$ cat src/rtl/core/lz77_window_expander_assert.svh
// assertion macros for the lz77 window expander
// depends on nothing; taken in by the top level with an include
`ifndef LZ77_WINDOW_EXPANDER_ASSERT_SVH
`define LZ77_WINDOW_EXPANDER_ASSERT_SVH

// same-cycle implication, held off during reset
`define LZWE_ASSERT_NOW(lbl, clk, rst_n, ante, cons) \
	lbl: assert property (@(posedge clk) disable iff (!rst_n) (ante) |-> (cons)) \
		else $error("lz77 window expander: same-cycle check failed");

// next-cycle implication, held off during reset
`define LZWE_ASSERT_NEXT(lbl, clk, rst_n, ante, cons) \
	lbl: assert property (@(posedge clk) disable iff (!rst_n) (ante) |=> (cons)) \
		else $error("lz77 window expander: next-cycle check failed");

`endif

$ cat src/rtl/core/lzwe_pkg.sv
// shared types and constants for the lz77 window expander
// no dependencies
package lzwe_pkg;

	localparam int WINDOW_SIZE_DEF = 8192;
	localparam int MIN_MATCH_DEF   = 3;
	localparam int MAX_MATCH_DEF   = 256;

	localparam int CODE_W  = 9;
	localparam int DIST_W  = 13;
	localparam int BYTE_W  = 8;
	localparam int COUNT_W = 3;
	localparam int LANES   = 4;

	// largest code that is a plain literal byte
	localparam logic [CODE_W-1:0] LITERAL_MAX = 9'd255;
	// first match code, before the minimum length is added back
	localparam int CODE_BASE = 256;

	// window port strobes from the sequencer
	typedef struct packed {
		logic rd_en;
		logic wr_en;
	} win_ctl_t;

endpackage

$ cat src/rtl/core/lzwe_ifs.sv
// valid/ready channel interfaces for symbols in and packed bytes out
// depends on lzwe_pkg
interface lzwe_sym_if;
	logic                          valid;
	logic                          ready;
	logic [lzwe_pkg::CODE_W-1:0]   symbol_code;
	logic [lzwe_pkg::DIST_W-1:0]   match_distance;

	modport source (output valid, symbol_code, match_distance, input ready);
	modport sink   (input valid, symbol_code, match_distance, output ready);
endinterface

interface lzwe_res_if;
	logic                          valid;
	logic                          ready;
	logic [lzwe_pkg::BYTE_W-1:0]   byte_a;
	logic [lzwe_pkg::BYTE_W-1:0]   byte_b;
	logic [lzwe_pkg::BYTE_W-1:0]   byte_c;
	logic [lzwe_pkg::BYTE_W-1:0]   byte_d;
	logic [lzwe_pkg::COUNT_W-1:0]  byte_count;
	logic                          last_of_run;

	modport source (output valid, byte_a, byte_b, byte_c, byte_d, byte_count, last_of_run,
		input ready);
	modport sink   (input valid, byte_a, byte_b, byte_c, byte_d, byte_count, last_of_run,
		output ready);
endinterface

$ cat src/rtl/core/lzwe_seq.sv
// copy sequencer: pointers, length count, lane packing and output register
// depends on lzwe_pkg and the channel interfaces
module lzwe_seq #(
	parameter int WINDOW_SIZE = lzwe_pkg::WINDOW_SIZE_DEF,
	parameter int MIN_MATCH   = lzwe_pkg::MIN_MATCH_DEF,
	parameter int MAX_MATCH   = lzwe_pkg::MAX_MATCH_DEF
) (
	input  logic                           clk,
	input  logic                           arst_n,
	lzwe_sym_if.sink                       symbols,
	lzwe_res_if.source                     results,
	output lzwe_pkg::win_ctl_t             win_ctl,
	output logic [$clog2(WINDOW_SIZE)-1:0] rd_addr,
	output logic [$clog2(WINDOW_SIZE)-1:0] wr_addr,
	output logic [lzwe_pkg::BYTE_W-1:0]    wr_data,
	input  logic [lzwe_pkg::BYTE_W-1:0]    win_byte
);

	localparam int AW = $clog2(WINDOW_SIZE);
	localparam int LW = $clog2(MAX_MATCH + 1);
	localparam int SW = (AW > lzwe_pkg::DIST_W) ? AW : lzwe_pkg::DIST_W;
	localparam int XW = lzwe_pkg::CODE_W + 1;
	localparam int BW = lzwe_pkg::BYTE_W;

	logic [AW-1:0] wp_q;
	logic [AW-1:0] rp_q;
	logic [LW-1:0] left_q;

	logic          valid_s1;
	logic          lit_s1;
	logic          last_s1;
	logic [BW-1:0] lit_byte_s1;

	logic [BW-1:0] pack_q [lzwe_pkg::LANES];
	logic [1:0]    cnt_q;

	logic          out_valid_q;
	logic [BW-1:0] out_lane_q [lzwe_pkg::LANES];
	logic [lzwe_pkg::COUNT_W-1:0] out_count_q;
	logic          out_last_q;

	logic          accept;
	logic          is_lit;
	logic [XW-1:0] len_full;
	logic [LW-1:0] len;
	logic [SW-1:0] start_full;
	logic          issue;
	logic          consume;
	logic          need_push;
	logic          can_take;
	logic [BW-1:0] byte_s1;
	logic [BW-1:0] lanes_nxt [lzwe_pkg::LANES];

	assign symbols.ready = (left_q == '0) && !valid_s1;
	assign accept = symbols.valid && symbols.ready;
	assign is_lit = symbols.symbol_code <= lzwe_pkg::LITERAL_MAX;

	// match length, clipped at the longest copy
	assign len_full = {1'b0, symbols.symbol_code} - XW'(lzwe_pkg::CODE_BASE - MIN_MATCH);
	assign len = (len_full > XW'(MAX_MATCH)) ? LW'(MAX_MATCH) : len_full[LW-1:0];
	assign start_full = SW'(wp_q) - SW'(symbols.match_distance) - SW'(1);

	assign byte_s1 = lit_s1 ? lit_byte_s1 : win_byte;
	assign need_push = (cnt_q == 2'd3) || last_s1;
	assign can_take = !need_push || !out_valid_q || results.ready;
	assign consume = valid_s1 && can_take;
	assign issue = (left_q != '0) && (!valid_s1 || consume);

	assign win_ctl.rd_en = issue;
	assign win_ctl.wr_en = consume;
	assign rd_addr = rp_q;
	assign wr_addr = wp_q;
	assign wr_data = byte_s1;

	always_comb begin
		for (int i = 0; i < lzwe_pkg::LANES; i++) begin
			lanes_nxt[i] = pack_q[i];
		end
		lanes_nxt[cnt_q] = byte_s1;
	end

	always_ff @(posedge clk or negedge arst_n) begin
		if (!arst_n) begin
			wp_q <= '0;
			rp_q <= '0;
			left_q <= '0;
			valid_s1 <= 1'b0;
			lit_s1 <= 1'b0;
			last_s1 <= 1'b0;
			cnt_q <= '0;
			out_valid_q <= 1'b0;
			for (int i = 0; i < lzwe_pkg::LANES; i++) begin
				pack_q[i] <= '0;
			end
		end else begin
			if (accept && is_lit) begin
				valid_s1 <= 1'b1;
				lit_s1 <= 1'b1;
				last_s1 <= 1'b1;
			end else if (accept) begin
				left_q <= len;
				rp_q <= start_full[AW-1:0];
			end else if (issue) begin
				valid_s1 <= 1'b1;
				lit_s1 <= 1'b0;
				last_s1 <= (left_q == LW'(1));
				left_q <= left_q - LW'(1);
				rp_q <= rp_q + AW'(1);
			end else if (consume) begin
				valid_s1 <= 1'b0;
			end

			if (consume) begin
				wp_q <= wp_q + AW'(1);
				if (need_push) begin
					cnt_q <= '0;
					for (int i = 0; i < lzwe_pkg::LANES; i++) begin
						pack_q[i] <= '0;
					end
				end else begin
					cnt_q <= cnt_q + 2'd1;
					pack_q[cnt_q] <= byte_s1;
				end
			end

			if (consume && need_push) begin
				out_valid_q <= 1'b1;
			end else if (results.ready) begin
				out_valid_q <= 1'b0;
			end
		end
	end

	always_ff @(posedge clk) begin
		if (accept && is_lit) begin
			lit_byte_s1 <= symbols.symbol_code[BW-1:0];
		end
		if (consume && need_push) begin
			for (int i = 0; i < lzwe_pkg::LANES; i++) begin
				out_lane_q[i] <= lanes_nxt[i];
			end
			out_count_q <= {1'b0, cnt_q} + lzwe_pkg::COUNT_W'(1);
			out_last_q <= last_s1;
		end
	end

	assign results.valid = out_valid_q;
	assign results.byte_a = out_lane_q[0];
	assign results.byte_b = out_lane_q[1];
	assign results.byte_c = out_lane_q[2];
	assign results.byte_d = out_lane_q[3];
	assign results.byte_count = out_count_q;
	assign results.last_of_run = out_last_q;

endmodule

$ cat src/flat_wrapper.sv
// flat-port wrapper written by rule: the top's interface ports become plain ports
module lzwe_seq_flat 
#(
	parameter int WINDOW_SIZE = lzwe_pkg::WINDOW_SIZE_DEF,
	parameter int MIN_MATCH   = lzwe_pkg::MIN_MATCH_DEF,
	parameter int MAX_MATCH   = lzwe_pkg::MAX_MATCH_DEF
)
  (clk, arst_n, win_ctl, rd_addr, wr_addr, wr_data, win_byte, symbols_valid, symbols_symbol_code, symbols_match_distance, symbols_ready, results_valid, results_byte_a, results_byte_b, results_byte_c, results_byte_d, results_byte_count, results_last_of_run, results_ready);
  lzwe_sym_if symbols_i ();
  lzwe_res_if results_i ();
  input  logic clk;
  input  logic arst_n;
  output lzwe_pkg::win_ctl_t win_ctl;
  output logic [$clog2(WINDOW_SIZE)-1:0] rd_addr;
  output logic [$clog2(WINDOW_SIZE)-1:0] wr_addr;
  output logic [lzwe_pkg::BYTE_W-1:0] wr_data;
  input  logic [lzwe_pkg::BYTE_W-1:0] win_byte;
  input wire logic [$bits(symbols_i.valid)-1:0] symbols_valid;
  input wire logic [$bits(symbols_i.symbol_code)-1:0] symbols_symbol_code;
  input wire logic [$bits(symbols_i.match_distance)-1:0] symbols_match_distance;
  output wire logic [$bits(symbols_i.ready)-1:0] symbols_ready;
  output wire logic [$bits(results_i.valid)-1:0] results_valid;
  output wire logic [$bits(results_i.byte_a)-1:0] results_byte_a;
  output wire logic [$bits(results_i.byte_b)-1:0] results_byte_b;
  output wire logic [$bits(results_i.byte_c)-1:0] results_byte_c;
  output wire logic [$bits(results_i.byte_d)-1:0] results_byte_d;
  output wire logic [$bits(results_i.byte_count)-1:0] results_byte_count;
  output wire logic [$bits(results_i.last_of_run)-1:0] results_last_of_run;
  input wire logic [$bits(results_i.ready)-1:0] results_ready;
  assign symbols_i.valid = symbols_valid;
  assign symbols_i.symbol_code = symbols_symbol_code;
  assign symbols_i.match_distance = symbols_match_distance;
  assign symbols_ready = symbols_i.ready;
  assign results_valid = results_i.valid;
  assign results_byte_a = results_i.byte_a;
  assign results_byte_b = results_i.byte_b;
  assign results_byte_c = results_i.byte_c;
  assign results_byte_d = results_i.byte_d;
  assign results_byte_count = results_i.byte_count;
  assign results_last_of_run = results_i.last_of_run;
  assign results_i.ready = results_ready;
  lzwe_seq #(.WINDOW_SIZE(WINDOW_SIZE), .MIN_MATCH(MIN_MATCH), .MAX_MATCH(MAX_MATCH)) u_core (.clk(clk), .arst_n(arst_n), .symbols(symbols_i), .results(results_i), .win_ctl(win_ctl), .rd_addr(rd_addr), .wr_addr(wr_addr), .wr_data(wr_data), .win_byte(win_byte));
endmodule
$ cat config.mk
export PLATFORM = sky130hd
export DESIGN_NAME = lzwe_seq_flat
export DESIGN_NICKNAME = d
export VERILOG_FILES = /design/src/rtl/core/lz77_window_expander_assert.svh /design/src/rtl/core/lzwe_pkg.sv /design/src/rtl/core/lzwe_ifs.sv /design/src/rtl/core/lzwe_seq.sv /design/src/flat_wrapper.sv
export SDC_FILE = /design/constraint.sdc
export NUM_CORES = 1
export LEC_CHECK = 0
export BUFFER_PORTS_ARGS = -buffer_cell sky130_fd_sc_hd__buf_2
export CAP_MARGIN = 20
export CORE_MARGIN = 2
export CORE_UTILIZATION = 45
export DETAILED_ROUTE_END_ITERATION = 10
export PLACE_DENSITY = 0.62
export SLEW_MARGIN = 20
export SYNTH_ARGS = -nofsm -noshare
export SYNTH_HDL_FRONTEND = slang
export SYNTH_SLANG_ARGS = --single-unit
export TNS_END_PERCENT = 1
$ cat constraint.sdc
create_clock -name clk -period 4.19 [get_ports clk]
set_clock_uncertainty 0.15 [all_clocks]
set_input_delay 0.6285 -clock clk [delete_from_list [all_inputs] [get_ports clk]]
set_output_delay 0.6285 -clock clk [all_outputs]
set_load 0.02 [all_outputs]
* Word level (Yosys, flattened, before mapping)
Memory sizes are Yosys's and may differ from the RTL's.
Index checks and enable logic that the tools add are counted.
** Word-level totals
- Logic and storage cells :: 81
- RAM bits :: 32
- Flip-flop bits (word level) :: 85
- Output and inout bits :: 74
- Memories :: 1
** Memories
- u_core.out_lane_q :: words 4, bits a word 8, read ports 4, clocked after Yosys merged registers in 0, wr ports 4, line lzwe_seq.sv:38 : logic [BW-1:0] out_lane_q [lzwe_pkg::LANES];
** Cells by class
- Bitwise operators :: 2
- Reduce and logical (&&, ||, !) cells :: 23
- Order comparisons :: 4
- Eq/ne operators :: 3
- Add/sub/neg operators :: 8
- Multiplexer cells :: 25
** Operators with widths (count)
- $bwmux W32 :: 1
- $mux W32 :: 1
- $mux W9 :: 3
- $add A13 B1 Y13 const B :: 2
- $mux W13 :: 2
- $demux W8 S2 :: 1
- $mux W8 :: 2
- $mux W1 :: 14
- $sub A13 B1 Y13 const B :: 1
- $sub A13 B13 Y13 :: 1
- $gt A10 B9 Y1 const B :: 1
- $sub A9 B8 Y10 const B :: 1
- $eq A9 B1 Y1 const B :: 1
- $le A9 B8 Y1 const B :: 1
- $logic_not A9 Y1 :: 1
- $reduce_bool A9 Y1 :: 1
- $sub A9 B1 Y9 const B :: 1
- $logic_and A1 B1 Y1 :: 7
- $reduce_and A2 Y1 :: 3
- $reduce_bool A2 Y1 :: 3
- $logic_or A1 B1 Y1 :: 4
- $add A2 B1 Y3 const B :: 1
- $ge A3 B3 Y1 const B :: 1
- $logic_not A1 Y1 :: 3
- 8 further kinds :: 8

* Longest topological paths before layout
Gate-level depths: netlist (run 1).
- Depth after elaboration :: 11
- Depth in mapped cells :: 9

* Worst setup path after synthesis (run 1)
OpenSTA, ideal clock, no wires.
- Kind :: register to register
- Start :: register u_core.cnt_q[0]
- End :: memory u_core.out_lane_q[0][0] (netlist name) (enable)
- Slack :: 1.609 ns
- Arrival time :: 2.041 ns
- Cell stages (with the launch flop) :: 8
- Required time :: 3.649 ns
- Clock period less this slack :: 2.581 ns
- Path through :: dfrtp_1 ha_1 buf_4 nor2_2 o21ai_2 inv_2 o21ai_1 inv_1
** RTL lines
- start: declaration :: line lzwe_seq.sv:35 : logic [1:0] cnt_q;
- start signal: assignment :: line lzwe_seq.sv:121 : cnt_q <= cnt_q + 2'd1;
- end: declaration :: line lzwe_seq.sv:38

==> impl_metrics.toml, run 1 <==
[global_route]
grt_pass1_wl_mm = 25.4
grt_usage = 0.226
grt_pass1_vias = 4862
grt_overflow_total = 0
antenna_found_initial = 0
grt_max_degree = 37

[flow_run]
cap_violations = 0

[cts]
cts_sinks = 117
cts_hold_buf = 0
clk_latency_ns = 0.41
cts-resized-gates = 0
clk_path_buf_depth = 2
cts_buffers = 17
cts_tree = "built"
htree_levels = 4
clk_pin_slew_ns = 0.06
cts_post_setup_buffers_inserted = 0
cts_root_buffer = "clkbuf_16"

[placement]
portBuffers = 107
hpwl_mm = 11.3
gp_congestion = 0.886
dp_cells = 845

[timing]
post-route-period-util = 0.823
setup_viol = 0
max_freq_mhz = 290
fin_tns_setup_ns = 0
maxSlewViolCount = 0
slew_headroom = 0.515
holdWs_ns = -0.000244
worst_pin_slew_ns = 0.707
fin_crit_ns = 3.45
finalHoldViolCount = 1
rsz0062_at_grt = "no"

[final_layout]
syn2layout_area_growth_pct = 20.3
regArea_mm2 = 0.00315
drive_above_1_share = 0.238
layout.nets = 747
multi_input_area_mm2 = 0.00274
num-fill-cells = 1207
final_cell_count_no_fill = 877
insertedDiodeCount = 0

[power_and_ir_drop]
power.share.clock = 0.259
power_frac_comb = 0.375
p_leak_nw = 3.29
power.total_mw = 5.56
ir_drop_mv = 0.368
switchingPower_mw = 2.13
powerDensity_mw_per_mm2 = 748
switching_share = 0.382
p_int_mw = 3.44
pwr-share-seq = 0.366

[yosys]
synth_seq_cells = 117
synth_edf_count = 44
avgSynthCellArea_um2 = 10.6
synth.largest_area_cell = "dfrtp_1"
ys_async_sr_fraction = 0.624
syn-num-nets = 641
synthTopCellsByArea = "dfrtp_1 30%, edfxtp_1 21%, ha_1 4.9%"
synth_cells = 582
yosys_most_used_dff = "dfrtp_1"
ys_types = 74
ys.warnings.count = 0
seq_area_frac_synth = 0.509
netlist_area_mm2 = 0.00619
synth.top_cell.area_share = 0.295

[worst_setup_path]
start_kind = "flop"
required_ns = 3.41
endpoint_kind = "output port"
crit_path_max_incr_delay_ns = 0.60
worst-path-max-fanout = 19
slowest_stage = "or3_1"
cp.arrival_ns = 2.67
crit_type = "reg2out"
crit_chain = "ha_1 > nor2_2 > or3_1 > nand2_2 > inv_1 > buf_2"
ff2ff_path_depth = 6
rrSetupSlack_ns = 1.14

[detailed_routing]
drt_wl_total_mm = 15.6
drc = 0
via_per_inst = 5.70
wl_per_cell_um = 17.8
drt_iter0_drc = 377
num_vias = 4999
first_pass_iters = 6
ant_nets = 0

[floorplanning]
core-area_mm2 = 0.0133
die_w_um = 121
pin_count = 108
start_util = 0.463
die-area_mm2 = 0.0147
dieHeight_um = 121
row_count = 42

[worst_hold_path]
hold_path.class = "in2async"

[run_status]
failed_checks = "hold timing"
status = "complete, but fails checks"
==> final timing paths <==
kind                                         from                    end
max reg2reg                       u_core.cnt_q[0]       u_core.left_q[8]
max in group asynchronous                  arst_n      u_core.rd_addr[0]
min                                        arst_n       u_core.left_q[7]
min reg2reg                      u_core.pack_q[3]       u_core.pack_q[3]
min in group clk           symbols_symbol_code[1]  u_core.lit_byte_s1[1]
max                               u_core.cnt_q[0]             win_ctl[1]
==> Yosys cell counts (all sizes together) (12+ instances only) <==
cell and instances:
a21oi 50, a32o 24, and2 12, buf 18, dfrtp 73, edfxtp 44
ha 24, inv 40, nand2 25, nand3 17, nor2 57, o21ai 25
xnor2 12, xor2 13
==> layout make-up <==
cell class	count	share of cell area
clock buffers	17	0.0572
clock inverters	15	0.0220
inverters	40	0.0202
multi-input cells	397	0.368
flip-flops and latches	117	0.423
well taps	176	0.0296
repair buffers	115	0.0801
==> per-layer routing <==
| metal | part of all wire | global-route usage |
|---|---|---|
| met1 | 0.44 | 0.306 |
| met2 | 0.49 | 0.360 |
| met3 | 0.054 | 0.0437 |
| met4 | 0.017 | 0.0862 |
| met5 | 0 | 0 |
==> cell usage in the layout, fill, tap and decap left out, drive strengths merged, types with 4 or more instances in the layout <==
master    n
a21o      4
a32o     24
a21oi    50
clkbuf   17
dfrtp    73
nor4      5
edfxtp   44
and2     12
and3      9
nor3     10
inv      40
xor2     13
nor2     57
nand4    11
o211ai    5
buf     115
nand2    25
clkinv    9
nand3    17
mux2i    11
ha       24
xnor2    12
a211oi    7
a31oi     6
o21ai    25
or3       5
o31ai     6
==> worst max-delay path, delay by kind of cell, from the launching register on <==
family / cells / cell delay [ns]
buffers and inverters: 2 / 0.30
adder cells (fa/ha/maj): 1 / 0.58
flip-flops: 1 / 0.41
AND/OR/NAND/NOR: 3 / 0.96
==> power groups by stage <==
| stage | clock network [mW] | logic (mW) | registers [mW] |
|---|---|---|---|
| after global routing | 1.52 | 2.31 | 2.09 |
| after floorplan | 0 | 1.19 | 2.29 |
| after global placement | 0 | 2.04 | 2.03 |
| after detailed placement | 0 | 2.08 | 2.04 |
| final | 1.44 | 2.09 | 2.04 |
| after CTS | 1.46 | 2.10 | 2.03 |
==> registers in the layout, indices dropped and copies added (netlist names) <==
name / count
u_core.rd_addr: 13
u_core.wr_addr: 13
u_core.results.last_of_run: 1
u_core.left_q: 9
u_core.out_lane_q: 32
u_core.cnt_q: 2
u_core.results.valid: 1
u_core.lit_byte_s1: 8
u_core.pack_q: 32
u_core.results.byte_count: 3
u_core.last_s1: 1
u_core.lit_s1: 1
u_core.valid_s1: 1
==> through the flow <==
stage               setup slack (ns)  instance area, um^2   util  hold slack (ns)
floorplan                       1.61                 6190      -            0.183
global placement                1.26                 6850  0.513            0.321
detailed placement              1.14                 6850  0.513            0.325
CTS                            0.707                 7440  0.557          0.00432
global route                   0.540                 7440  0.557           0.0348
finish                         0.743                 7440  0.557        -0.000244
==> cells by family (layout without fill, tap and decap cells) <==
family / Yosys count / count (layout) / share of synthesized area
buf+inv: 68 / 187 / 0.0487
flops: 117 / 117 / 0.509
compound gates: 160 / 160 / 0.184
fa+ha+maj: 25 / 25 / 0.0518
xor+xnor: 25 / 25 / 0.0354
mux: 11 / 11 / 0.0178
simple gates: 176 / 176 / 0.153
(Power assumes the default switching activity.)
==> inputs of run 2 (changes only) <==
--- a/config.mk
+++ b/config.mk
@@ -5,6 +5,7 @@
 export SDC_FILE = /design/constraint.sdc
 export NUM_CORES = 1
 export LEC_CHECK = 0
+export ABC_AREA = 1
 export BUFFER_PORTS_ARGS = -buffer_cell sky130_fd_sc_hd__buf_2
 export CAP_MARGIN = 20
 export CORE_MARGIN = 2
==> constraint.sdc (replaced) <==
create_clock -name clk -period 3.6 [get_ports clk]
set_clock_uncertainty 0.15 [all_clocks]
set_input_delay 0.54 -clock clk [delete_from_list [all_inputs] [get_ports clk]]
set_output_delay 0.54 -clock clk [all_outputs]
set_load 0.02 [all_outputs]
==> impl_metrics.toml, run 2 <==
[detailed_routing]
ant_nets = 0
wl_met1_mm = 7.01
wl_met2_mm = 7.16
drt_iter0_drc = 306
wl_per_cell_um = 14.3
num_vias = 5314
via_per_inst = 4.98
drt_wl_total_mm = 15.2
first_pass_iters = 5
top_layer = "met4"
wl_met3_um = 740
drc = 0

[worst_setup_path]
cp-endpoint = "win_ctl[0]"
rrSetupSlack_ns = 1.01
start_kind = "flop"
worst-path-max-fanout = 30
startpoint = "u_core.cnt_q[0]"
ff2ff_path_depth = 11
r2r-start = "u_core.left_q[0]"
crit_type = "reg2out"
required_ns = 2.91
endpoint_kind = "output port"
r2r_end = "u_core.rd_addr[1]"
cp.arrival_ns = 2.35

[floorplanning]
core-area_mm2 = 0.0138
pin_count = 108
die_w_um = 123
start_util = 0.460
row_count = 43
dieHeight_um = 123
die-area_mm2 = 0.0151

[cts]
cts_tree = "built"
cts_hold_buf = 0
cts_root_buffer = "clkbuf_16"
clk_pin_slew_ns = 0.05
cts-resized-gates = 0
cts_post_setup_buffers_inserted = 0
cts_sinks = 117
clk_latency_ns = 0.41
cts_buffers = 17
htree_levels = 4
clk_path_buf_depth = 2

[placement]
portBuffers = 107
hpwl_mm = 11.3
dp_cells = 1034
gp_congestion = 0.879
place_area_mm2 = 0.00705

[yosys]
ys_async_sr_fraction = 0.624
synth_edf_count = 44
seq_area_frac_synth = 0.495
yosysMostFrequentCell = "nand2_1"
synth_seq_cells = 117
syn-num-nets = 822
avgSynthCellArea_um2 = 8.33
synthTopCellsByArea = "dfrtp_1 29%, edfxtp_1 21%, nand2_1 11%"
netlist_area_mm2 = 0.00635
ys_types = 40
ys.warnings.count = 0
yosys_most_used_dff = "dfrtp_1"
synth_cells = 763
synth.top_cell.area_share = 0.288
synth.largest_area_cell = "dfrtp_1"
ys_top_cells_by_count = "179 x nand2_1, 138 x inv_1, 73 x dfrtp_1"

[power_and_ir_drop]
ir_drop_mv = 0.381
switchingPower_mw = 2.68
p_leak_nw = 3.96
power_frac_comb = 0.402
powerDensity_mw_per_mm2 = 883
power.total_mw = 6.76
pwr-share-seq = 0.346
switching_share = 0.397
p_int_mw = 4.08
power.share.clock = 0.253

[global_route]
antenna_found_initial = 0
grt_pass1_vias = 5058
grt_max_degree = 45
grt_overflow_total = 0
grt_pass1_wl_mm = 24.6
grt_usage = 0.213

[final_layout]
utilization = 0.554
syn2layout_area_growth_pct = 20.5
layout_commonest_cell = "nand2_1"
top_regs = "u_core.out_lane_q: 32 flops, u_core.pack_q: 32 flops"
final_cell_count_no_fill = 1066
final_area_mm2 = 0.00765
num-fill-cells = 1301
drive_above_1_share = 0.172
final_cell_mix = "179 x nand2_1, 138 x inv_1, 107 x buf_2"
layout.nets = 932
insertedDiodeCount = 0

[timing]
setup_viol = 0
maxSlewViolCount = 0
fin_tns_setup_ns = 0
fin_crit_ns = 3.04
rsz0062_at_grt = "no"
worst_pin_slew_ns = 0.742
post-route-period-util = 0.845
finalHoldViolCount = 0
max_freq_mhz = 329
slew_headroom = 0.505

[run_status]
status = "finished, final reports clean"

[worst_hold_path]
hold_path.class = "in2async"

[flow_run]
cap_violations = 0
run 2: stage by stage:
stage | hold slack, ns | setup WS, ns
final | 0.0346 | 0.557
after global routing | 0.0830 | 0.382
after CTS | 0.0607 | 0.536
after detailed placement | 0.304 | 0.985
after global placement | 0.304 | 1.05
after floorplan | 0.0944 | 0.790
run 2: logic make-up (layout without fill, tap and decap cells):
group | Yosys count | count (layout) | synth area share
AOI/OAI and AO/OA | 115 | 115 | 0.103
xor gates and xnor gates | 27 | 27 | 0.0372
buffers and inverters | 160 | 283 | 0.0987
DFF | 117 | 117 | 0.495
and+or+nand+nor | 319 | 319 | 0.215
adders and majority gates | 25 | 25 | 0.0504
run 2: power by group through the flow:
| stage | Clock, mW | Sequential (mW) | Combinational, mW |
|---|---|---|---|
| 6_report | 1.71 | 2.34 | 2.72 |
| 5_1_grt | 1.80 | 2.40 | 3.07 |
| 4_1_cts | 1.73 | 2.33 | 2.72 |
| 3_5_place_dp | 0 | 2.35 | 2.70 |
| 3_3_place_gp | 0 | 2.34 | 2.64 |
| 2_1_floorplan | 0 | 2.68 | 1.59 |
run 2: cell type report:
| class | instances | area [um^2] | share of cell area |
|---|---|---|---|
| clock buffers | 22 | 474 | 0.0619 |
| clock inverters | 10 | 128 | 0.0167 |
| inverters | 141 | 531 | 0.0693 |
| multi-input cells | 486 | 2580 | 0.337 |
| flip-flops and latches | 117 | 3150 | 0.411 |
| well taps | 180 | 225 | 0.0294 |
| repair buffers | 110 | 571 | 0.0745 |
run 2: worst min-delay path by stage:
| stage | from | endpoint |
|---|---|---|
| 2_1_floorplan | arst_n | u_core.cnt_q[0] |
| 3_3_place_gp | u_core.pack_q[6] | u_core.pack_q[6] |
| 3_5_place_dp | u_core.pack_q[1] | u_core.pack_q[1] |
| 4_1_cts | arst_n | u_core.pack_q[16] |
| 5_1_grt | arst_n | u_core.pack_q[21] |
| 6_report | arst_n | u_core.pack_q[21] |
run 2: critical path: stages, from the launching register on:
cell     delay (ns)
dfrtp_1        0.40
ha_1           0.54
inv_1          0.09
nand2_1        0.11
nand3_1        0.10
nand2_1        0.17
inv_1          0.08
buf_4          0.24
buf_2          0.20
run 2: routing by layer:
layer / up-vias / global-route usage
met1: 2481 / 0.285
met5: - / 0
met3: 23 / 0.0483
li1: 2684 / -
met2: 126 / 0.338
met4: 0 / 0.0826
==> inputs of run 3 (changes only) <==
==> constraint.sdc (replaced) <==
create_clock -name clk -period 2.9 [get_ports clk]
set_clock_uncertainty 0.15 [all_clocks]
set_input_delay 0.435 -clock clk [delete_from_list [all_inputs] [get_ports clk]]
set_output_delay 0.435 -clock clk [all_outputs]
set_load 0.02 [all_outputs]
==> impl_metrics.toml, run 3 (synthesis results as in run 2) <==
[run_status]
status = "finished, final reports clean"

[placement]
portBuffers = 107
pre_cts_slack_ns = 0.476
hpwl_mm = 11.2
dp_cells = 1036
gp_congestion = 0.930
place_area_mm2 = 0.00707

[detailed_routing]
num_vias = 5335
via_per_inst = 4.99
drc = 0
drt_iter0_drc = 379
drt_wl_total_mm = 15.3
wl_per_cell_um = 14.3
first_pass_iters = 5
ant_nets = 0

[final_layout]
syn2layout_area_growth_pct = 20.4
final_cell_mix = "179 x nand2_1, 138 x inv_1, 107 x buf_2"
final_area_mm2 = 0.00765
layout.nets = 935
insertedDiodeCount = 0
layout_commonest_cell = "nand2_1"
top_regs = "u_core.out_lane_q: 32 flops, u_core.pack_q: 32 flops"
drive_above_1_share = 0.172
utilization = 0.553
final_cell_count_no_fill = 1069

[timing]
timing.final.ws_setup_ns = 0.230
post-route-period-util = 0.921
fin_crit_ns = 2.67
setup_viol = 0
rsz0062_at_grt = "no"
max_freq_mhz = 374
holdWs_ns = 0.0857
maxSlewViolCount = 0
slew_headroom = 0.569
fin_tns_setup_ns = 0
worst_pin_slew_ns = 0.644
finalHoldViolCount = 0

[worst_setup_path]
rrSetupSlack_ns = 0.44
startpoint = "u_core.cnt_q[0]"
cp.arrival_ns = 2.09
endpoint_kind = "output port"
worst-path-max-fanout = 30
ff2ff_path_depth = 11
crit_type = "reg2out"
r2r_end = "u_core.rd_addr[8]"
r2r-start = "u_core.left_q[0]"
cp-endpoint = "win_ctl[0]"
start_kind = "flop"
required_ns = 2.32

[cts]
cts_tree = "built"
clk_path_buf_depth = 2
clk_pin_slew_ns = 0.05
cts_root_buffer = "clkbuf_16"
cts-resized-gates = 0
cts_buffers = 17
htree_levels = 4
cts_sinks = 117
cts_post_setup_buffers_inserted = 0
clk_latency_ns = 0.42

[power_and_ir_drop]
power.share.clock = 0.247
power_frac_comb = 0.405
p_int_mw = 5.00
switchingPower_mw = 3.33
p_leak_nw = 3.96
switching_share = 0.400
ir_drop_mv = 0.494
powerDensity_mw_per_mm2 = 1090
pwr-share-seq = 0.348
power.total_mw = 8.33

[global_route]
grt_max_degree = 74
antenna_found_initial = 0
grt_overflow_total = 0
grt_usage = 0.216
grt_pass1_wl_mm = 25.0
grt_pass1_vias = 5062

[floorplanning]
dieHeight_um = 123
die_w_um = 123
core-area_mm2 = 0.0138
row_count = 43
pin_count = 108
start_util = 0.460
die-area_mm2 = 0.0151

[flow_run]
cap_violations = 0

[worst_hold_path]
hold_path.class = "in2reg"
run 3: cell types whose count changed in the layout (fill, tap and decap cells not counted):
cell	before	now
clkinv_4	0	1
buf_4	2	4
clkbuf_8	3	0
clkbuf_1	2	4
inv_6	1	0
clkinv_2	3	5
dlygate4sd3_1	0	1
clkinv_1	4	3
run 3: worst min path at each step:
stage,start,cells past startpoint,end,slack (ns)
final,symbols_symbol_code[7],1,u_core.lit_byte_s1[7],0.09
after detailed placement,u_core.pack_q[1],2,u_core.pack_q[1],0.30
after CTS,symbols_symbol_code[7],1,u_core.lit_byte_s1[7],0.07
after global routing,symbols_symbol_code[7],1,u_core.lit_byte_s1[7],0.08
after floorplan,arst_n,0,u_core.cnt_q[0],-0.01
after global placement,u_core.pack_q[7],2,u_core.pack_q[7],0.30
run 3: critical path, cell delays in order, from the launching register on:
cell and delay, ns:
dfrtp_1 0.42, ha_1 0.23, inv_1 0.06, nand2_1 0.07, nand3_1 0.09, nand2_1 0.14
inv_1 0.10, buf_4 0.33, buf_2 0.23
run 3: power groups by stage:
stage / logic (mW) / registers, mW / clock network, mW
after global placement: 3.28 / 2.90 / 0
final: 3.37 / 2.90 / 2.06
after detailed placement: 3.36 / 2.92 / 0
after floorplan: 1.98 / 3.32 / 0
after global routing: 3.83 / 2.99 / 2.17
after CTS: 3.38 / 2.90 / 2.09
run 3: layer usage:
metal / vias to the layer above / GRT usage / share of wire
li1: 2682 / - / -
met1: 2472 / 0.287 / 0.45
met2: 157 / 0.352 / 0.47
met3: 24 / 0.0455 / 0.057
met4: 0 / 0.0769 / 0.017
met5: - / 0 / 0
run 3: layout make-up:
type | count | area [um^2]
clock inverters | 11 | 134
inverters | 141 | 531
repair buffers | 113 | 596
flip-flops and latches | 117 | 3150
well taps | 180 | 225
fillers | 1280 | 6170
clock buffers | 21 | 440
multi-input cells | 486 | 2580
run 3: repair_timing:
item | 4_1_cts | 5_1_grt
setup endpoints to repair | 0 | 0
endpoints found under the hold margin | 73 | 0
hold buffers | 1 | 0
